==> config.mk <==
export PLATFORM = sky130hd
export DESIGN_NAME = cell_stack_protection_top
export DESIGN_NICKNAME = d
export VERILOG_FILES = /design/src/csp_pkg.sv /design/src/cell_stack_protection_top.sv
export SDC_FILE = /design/constraint.sdc
export NUM_CORES = 2
export LEC_CHECK = 0
export BUFFER_PORTS_ARGS = -buffer_cell sky130_fd_sc_hd__buf_2
export CORE_UTILIZATION = 50
export CTS_CLUSTER_DIAMETER = 60
export DETAILED_ROUTE_END_ITERATION = 7
export PLACE_DENSITY = 0.71
export SLEW_MARGIN = 20
export SYNTH_ARGS = -nofsm -noshare
export SYNTH_HDL_FRONTEND = slang
export SYNTH_SLANG_ARGS = --single-unit
==> constraint.sdc <==
create_clock -name clk -period 12.1 [get_ports clk]
set_input_delay 0.605 -clock clk [delete_from_list [all_inputs] [get_ports clk]]
set_output_delay 0.605 -clock clk [all_outputs]
set_load 0.01 [all_outputs]
==> src/csp_pkg.sv <==
// ----------------------------------------------------------------------------
// csp_pkg: cell stack protection package
// Beat types, register codes, reset levels and the per-cell scaling function.
// ----------------------------------------------------------------------------
package csp_pkg;

  localparam int LANES          = 7;
  localparam int CELL_COUNT     = 7;
  localparam int ADC_BITS       = 12;
  localparam int USED_CELLS     = (CELL_COUNT < LANES) ? CELL_COUNT : LANES;
  localparam int TAP_BITS       = 12;
  localparam int VOLT_BITS      = 12;
  localparam int LEVEL_BITS     = 12;
  localparam int PROD_BITS      = TAP_BITS + LEVEL_BITS;
  localparam int CFG_INDEX_BITS = 3;

  localparam logic [TAP_BITS-1:0] ADC_MASK = (ADC_BITS >= TAP_BITS) ?
      {TAP_BITS{1'b1}} : TAP_BITS'((1 << ADC_BITS) - 1);
  localparam logic [VOLT_BITS-1:0] OUT_MAX = {VOLT_BITS{1'b1}};

  localparam logic [CFG_INDEX_BITS-1:0] REG_CHARGE_STOP     = 3'd0;
  localparam logic [CFG_INDEX_BITS-1:0] REG_CHARGE_RESUME   = 3'd1;
  localparam logic [CFG_INDEX_BITS-1:0] REG_DISCHARGE_STOP   = 3'd2;
  localparam logic [CFG_INDEX_BITS-1:0] REG_DISCHARGE_RESUME = 3'd3;
  localparam logic [CFG_INDEX_BITS-1:0] REG_FULL_SCALE       = 3'd4;

  localparam logic [LEVEL_BITS-1:0] CHARGE_STOP_RST      = 12'd420;
  localparam logic [LEVEL_BITS-1:0] CHARGE_RESUME_RST    = 12'd410;
  localparam logic [LEVEL_BITS-1:0] DISCHARGE_STOP_RST   = 12'd300;
  localparam logic [LEVEL_BITS-1:0] DISCHARGE_RESUME_RST = 12'd320;
  localparam logic [LEVEL_BITS-1:0] FULL_SCALE_RST       = 12'd3100;

  typedef struct packed {
    logic [TAP_BITS-1:0] tap_reading_1;
    logic [TAP_BITS-1:0] tap_reading_2;
    logic [TAP_BITS-1:0] tap_reading_3;
    logic [TAP_BITS-1:0] tap_reading_4;
    logic [TAP_BITS-1:0] tap_reading_5;
    logic [TAP_BITS-1:0] tap_reading_6;
    logic [TAP_BITS-1:0] tap_reading_7;
  } tap_set_t;

  typedef struct packed {
    logic [VOLT_BITS-1:0] cell_voltage_1;
    logic [VOLT_BITS-1:0] cell_voltage_2;
    logic [VOLT_BITS-1:0] cell_voltage_3;
    logic [VOLT_BITS-1:0] cell_voltage_4;
    logic [VOLT_BITS-1:0] cell_voltage_5;
    logic [VOLT_BITS-1:0] cell_voltage_6;
    logic [VOLT_BITS-1:0] cell_voltage_7;
    logic                 charge_enable;
    logic                 discharge_enable;
  } result_t;

  // difference clamped at zero, times full_scale, over 2^ADC_BITS, saturated
  function automatic logic [VOLT_BITS-1:0] scale_cell(
      input logic [TAP_BITS-1:0]   upper,
      input logic [TAP_BITS-1:0]   lower,
      input logic [LEVEL_BITS-1:0] full_scale);
    logic [TAP_BITS-1:0]  diff;
    logic [PROD_BITS-1:0] prod;
    logic [PROD_BITS-1:0] shifted;
    diff    = (upper > lower) ? (upper - lower) : '0;
    prod    = PROD_BITS'(diff) * PROD_BITS'(full_scale);
    shifted = prod >> ADC_BITS;
    return (shifted > PROD_BITS'(OUT_MAX)) ? OUT_MAX : shifted[VOLT_BITS-1:0];
  endfunction

endpackage

==> src/cell_stack_protection_top.sv <==
// ----------------------------------------------------------------------------
// cell_stack_protection_top: seven-cell over/under voltage protection
// Scales stack-tap differences to cell voltages and keeps charge and
// discharge enables with hysteresis.
// ----------------------------------------------------------------------------
// Takes one tap beat per cycle unless a stalled result backs up into the input
// register. A tap beat passes through the input register, then the result register,
// to the port; between those two registers lie one subtract, 12x12 multiply,
// saturate and compare per lane plus the two flag updates. A stalled result
// holds while one more tap beat waits in the input register. cfg_ready is
// always high; write registers only while no beat is in flight.
module cell_stack_protection_top (
  input  logic                                clk,
  input  logic                                rst,
  input  logic                                tap_valid,
  output logic                                tap_ready,
  input  csp_pkg::tap_set_t                   taps,
  output logic                                result_valid,
  input  logic                                result_ready,
  output csp_pkg::result_t                    result,
  input  logic                                cfg_valid,
  output logic                                cfg_ready,
  input  logic [csp_pkg::CFG_INDEX_BITS-1:0]  cfg_index,
  input  logic [csp_pkg::LEVEL_BITS-1:0]      cfg_data
);
  import csp_pkg::*;

  logic [LEVEL_BITS-1:0] charge_stop_level;
  logic [LEVEL_BITS-1:0] charge_resume_level;
  logic [LEVEL_BITS-1:0] discharge_stop_level;
  logic [LEVEL_BITS-1:0] discharge_resume_level;
  logic [LEVEL_BITS-1:0] full_scale;
  logic                  charge_on;
  logic                  discharge_on;
  logic                  stage_valid;
  tap_set_t              stage_taps;

  logic                  advance;
  logic [TAP_BITS-1:0]   tap [LANES];
  logic [VOLT_BITS-1:0]  volt [LANES];
  logic                  any_high, all_low_ok, any_low, all_high_ok;
  logic                  charge_next, discharge_next;
  result_t               result_next;

  assign cfg_ready = 1'b1;
  assign advance   = !result_valid || result_ready;
  assign tap_ready = !stage_valid || advance;

  always_comb begin
    tap[0] = stage_taps.tap_reading_1 & ADC_MASK;
    tap[1] = stage_taps.tap_reading_2 & ADC_MASK;
    tap[2] = stage_taps.tap_reading_3 & ADC_MASK;
    tap[3] = stage_taps.tap_reading_4 & ADC_MASK;
    tap[4] = stage_taps.tap_reading_5 & ADC_MASK;
    tap[5] = stage_taps.tap_reading_6 & ADC_MASK;
    tap[6] = stage_taps.tap_reading_7 & ADC_MASK;
  end

  always_comb begin
    any_high    = 1'b0;
    all_low_ok  = 1'b1;
    any_low     = 1'b0;
    all_high_ok = 1'b1;
    for (int i = 0; i < LANES; i++) begin
      volt[i] = '0;
      if (i < USED_CELLS) begin
        volt[i] = scale_cell(tap[i], (i == 0) ? '0 : tap[(i == 0) ? 0 : i - 1],
                             full_scale);
        if (volt[i] > charge_stop_level)      any_high    = 1'b1;
        if (volt[i] > charge_resume_level)    all_low_ok  = 1'b0;
        if (volt[i] < discharge_stop_level)   any_low     = 1'b1;
        if (volt[i] < discharge_resume_level) all_high_ok = 1'b0;
      end
    end
  end

  // resume wins over stop
  always_comb begin
    priority if (all_low_ok) begin
      charge_next = 1'b1;
    end else if (any_high) begin
      charge_next = 1'b0;
    end else begin
      charge_next = charge_on;
    end
    priority if (all_high_ok) begin
      discharge_next = 1'b1;
    end else if (any_low) begin
      discharge_next = 1'b0;
    end else begin
      discharge_next = discharge_on;
    end
  end

  always_comb begin
    result_next.cell_voltage_1   = volt[0];
    result_next.cell_voltage_2   = volt[1];
    result_next.cell_voltage_3   = volt[2];
    result_next.cell_voltage_4   = volt[3];
    result_next.cell_voltage_5   = volt[4];
    result_next.cell_voltage_6   = volt[5];
    result_next.cell_voltage_7   = volt[6];
    result_next.charge_enable    = charge_next;
    result_next.discharge_enable = discharge_next;
  end

  always_ff @(posedge clk) begin
    if (rst) begin
      charge_stop_level      <= CHARGE_STOP_RST;
      charge_resume_level    <= CHARGE_RESUME_RST;
      discharge_stop_level   <= DISCHARGE_STOP_RST;
      discharge_resume_level <= DISCHARGE_RESUME_RST;
      full_scale             <= FULL_SCALE_RST;
      charge_on              <= 1'b0;
      discharge_on           <= 1'b0;
      stage_valid            <= 1'b0;
      result_valid           <= 1'b0;
    end else begin
      if (cfg_valid && cfg_ready) begin
        unique case (cfg_index)
          REG_CHARGE_STOP:      charge_stop_level      <= cfg_data;
          REG_CHARGE_RESUME:    charge_resume_level    <= cfg_data;
          REG_DISCHARGE_STOP:   discharge_stop_level   <= cfg_data;
          REG_DISCHARGE_RESUME: discharge_resume_level <= cfg_data;
          REG_FULL_SCALE:       full_scale             <= cfg_data;
          default: ;
        endcase
      end
      if (tap_ready) begin
        stage_valid <= tap_valid;
      end
      if (advance) begin
        result_valid <= stage_valid;
        if (stage_valid) begin
          charge_on    <= charge_next;
          discharge_on <= discharge_next;
        end
      end
    end
  end

  always_ff @(posedge clk) begin
    if (tap_ready && tap_valid) begin
      stage_taps <= taps;
    end
    if (advance && stage_valid) begin
      result <= result_next;
    end
  end

endmodule

==> results.md <==
- Worst slew margin relative to its limit: 22.8%
- Reg power frac: 11.6%
- Hold Buf Count CTS: 0
- Post-layout minimum cycle time: 11.32 ns
- Total routing resource utilization after global routing: 30.5%
- Warnings from Yosys: 0
- Worst hold path class: in -> reg
- TritonCTS buffer count: 37
- Number of antenna violations at the first check in global routing: 4
- Share of the core filled with cells in the final layout: 54.7%
- Die Footprint: 0.0998 sq mm
- Fraction of power consumed by combinational cells: 77.2%
- Estimated wirelength of the detail-placed design: 114 mm
- Clock network fraction of total power: 11.2%
- Top cells by area in the synthesized netlist: sky130_fd_sc_hd__fa_1 (28%), sky130_fd_sc_hd__ha_1 (20%), sky130_fd_sc_hd__edfxtp_1 (10%)
- Share of synthesized area occupied by flip-flops and latches: 13.0%
- Main synth FF type: sky130_fd_sc_hd__edfxtp_1
- Number of top-level pins: 193
- Total via count after detailed routing: 39712
- Pwr dens: 185 mW/mm^2
- Cell repeated most along the worst path: sky130_fd_sc_hd__fa_1
- Family of cells with the greatest summed delay on the critical path: compound AO/OA/AOI/OAI gates
- RSZ-0062 raised after global routing: false
- Area of the mapped netlist: 0.0492 sq mm
- Resized Gates After CTS: 0
- Number of optimization iterations in the first detailed-route pass: 6
- Post-detailed-route count of antenna-violating nets: 0
- Core region area: 0.0971 sq mm
- Fin nets: 7208
- Gpl congestion: 1.00
- Largest net degree at the start of global routing: 87
- Unique cell type count in the Yosys netlist: 87
- Maxcap violations: 0
- Post-Synthesis Cells: 5507
- Count of input and output buffers: 191
- CTS tree: yes
- Number of endpoints failing setup at the final stage: 0
- Fraction of layout cells with a size suffix above 1: 7.45%
- Post-synthesis async set-or-reset flop share: 0%
- Yosys top cell by area: sky130_fd_sc_hd__fa_1
- Fraction of the cycle the final worst path needs: 93.6%
- Largest stage delay, worst path: 0.99 ns
- Vertical extent of the die: 316 um
- Critical path fanouts, max: 12
- Number of global-route vias before repair: 40089
- Final wirelength: 148 mm
- Area share of the largest cell type after synthesis: 28.4%
- Run status: finished, final reports clean
- Kind of end point of the critical path: flip-flop
- Global-route wire length before repair: 232 mm
- Arrival time worst endpoint: 11.85 ns
- Final routed DRC violation total: 0
- Horiz. Die Dim: 316 um
- Internal power summed over all cells: 4.60 mW
- Clock insertion delay at the later pin of the skew report: 0.63 ns
- Net count after synthesis: 7110
- Critical path startpoint category: flip-flop
- Max-slew violations: 0
- Number of placement rows: 114
- Clock Skews: 0.0459 ns
- Slew at the pin closest to its max-slew limit: 1.13 ns
- Library cell used as clock root buffer: sky130_fd_sc_hd__clkbuf_16
- Area growth from synthesis to layout: 7.93%
- Net Sw Power: 5.25 mW
- Post-synthesis sequential element count: 234
- Vias per cell: 5.75
- Final Hold Violating Endpoints: 0
- Buffer and inverter count on the worst path: 5
- Syn Area/Cell: 8.94 sq um
- GR Overflow Total: 0
- CTS Sinks: 234
- Number of buffers on the longest clock path: 3
- Clock transition at path regs: 0.06 ns
- Count of routing violations after the opening detailed-route iteration: 3376
- Achievable clock frequency: 88.3 MHz
- Worst hold slack across all endpoints: 0.160 ns
- Post-CTS setup repair buffer count: 0
- EDFF count, synth: 170
- Routed WL per cell: 21.5 um
- Switching part of the total power: 53.3%
- Pleak: 27.2 nW
- Level count of the clock H-tree: 2
- Category of the critical setup timing path: reg -> reg
- Dominant cell by count in the synthesized netlist: sky130_fd_sc_hd__inv_1
- CP max-delay cell: sky130_fd_sc_hd__a2111oi_0
- Final sum of negative setup slack: 0 ns
- Crit path required time: 12.63 ns
- Largest voltage drop on the vdd net: 0.224 mV
- Most frequent cells after synthesis: sky130_fd_sc_hd__inv_1 (1015), sky130_fd_sc_hd__ha_1 (800), sky130_fd_sc_hd__nand2_1 (747), sky130_fd_sc_hd__fa_1 (699), sky130_fd_sc_hd__and2_1 (248)
- Starting utilization of the core area: 50.7%
-- metal layers --
layer | GRT usage, % | vias up | routed length, um
met4 | 12.3 | 0 | 6700
met1 | 41.6 | 19670 | 62200
met3 | 5.03 | 305 | 12300
met5 | 0 | - | 0
li1 | - | 18117 | -
met2 | 48.4 | 1620 | 67200
-- placed cells by master, fill, tap and decap left out, drive strengths merged, types with 9 or more instances in the layout --
| master | instances |
|---|---|
| inv | 1025 |
| ha | 800 |
| nand2 | 747 |
| fa | 699 |
| buf | 297 |
| and2 | 248 |
| a21oi | 190 |
| nor2 | 184 |
| edfxtp | 170 |
| a21o | 118 |
| nand4 | 108 |
| xnor2 | 103 |
| nand3 | 100 |
| and3 | 93 |
| o21ai | 93 |
| nor3 | 79 |
| dfxtp | 64 |
| clkbuf | 45 |
| and4 | 44 |
| xor2 | 42 |
| nor2b | 37 |
| nand2b | 36 |
| nand3b | 26 |
| a2111oi | 25 |
| or3 | 20 |
| o21a | 18 |
| a211oi | 17 |
| a211o | 14 |
| a21boi | 13 |
| nor4 | 12 |
| o22ai | 12 |
| o2111ai | 11 |
| a311oi | 10 |
| or2 | 9 |
| o31ai | 9 |
-- cells by family after synthesis --
family                     count (synthesis)  synth area share (%)
DFF                                      234                  13.0
adders and majority gates               1499                  48.7
muxes                                      1                0.0203
xor gates and xnor gates                 145                  2.58
other                                      1               0.00761
AOI/OAI and AO/OA                        604                  8.40
and+or+nand+nor                         1770                  17.7
buffers and inverters                   1253                  9.56
-- power groups by stage --
stage          Sequential [mW]  Clock, mW  Combinational, mW
2_1_floorplan             1.17          0               4.61
3_3_place_gp              1.16          0               7.24
3_5_place_dp              1.16          0               7.40
4_1_cts                   1.14       1.13               7.49
5_1_grt                   1.15       1.15               8.44
6_report                  1.14       1.10               7.60
-- registers in the layout, summed over array words and instances, names as in the netlist --
register and flops:
discharge_stop_level 12, discharge_on 1, charge_resume_level 12, charge_stop_level 12, stage_taps 84, result_valid 1
charge_on 1, stage_valid 1, result 86, full_scale 12, discharge_resume_level 12
-- worst paths after layout --
path                                              start                       to  slack (ns)  depth (start not counted)
worst min-delay path                           taps[69]           stage_taps[69]        0.16                          1
worst max register to register           stage_taps[13]                charge_on        0.78                         39
worst max-delay path                     stage_taps[13]                charge_on        0.78                         39
worst min register to register  discharge_stop_level[7]  discharge_stop_level[7]        0.45                          2
-- through the flow --
stage	instance area, sq um	instances	power, mW	worst slack (ns)
final	53200	6911	9.85	0.778
after global routing	53100	6910	10.7	0.0181
after CTS	53100	6910	9.76	0.755
after detailed placement	51900	6842	8.56	0.771
after global placement	51900	6842	8.39	0.955
after floorplan	49200	5507	5.78	2.65
-- area by class of cell --
| class | count | area, sq um |
|---|---|---|
| Antenna cell | 1 | 2.50 |
| Tap cell | 1276 | 1600 |
| Inverter | 1015 | 3810 |
| Clock buffer | 45 | 998 |
| Fill cell | 8691 | 44000 |
| Multi-Input combinational cell | 4020 | 38200 |
| Timing Repair Buffer | 297 | 1830 |
| Clock inverter | 23 | 267 |
| Sequential cell | 234 | 6410 |
No activity file was read; power rests on OpenSTA's default activity.
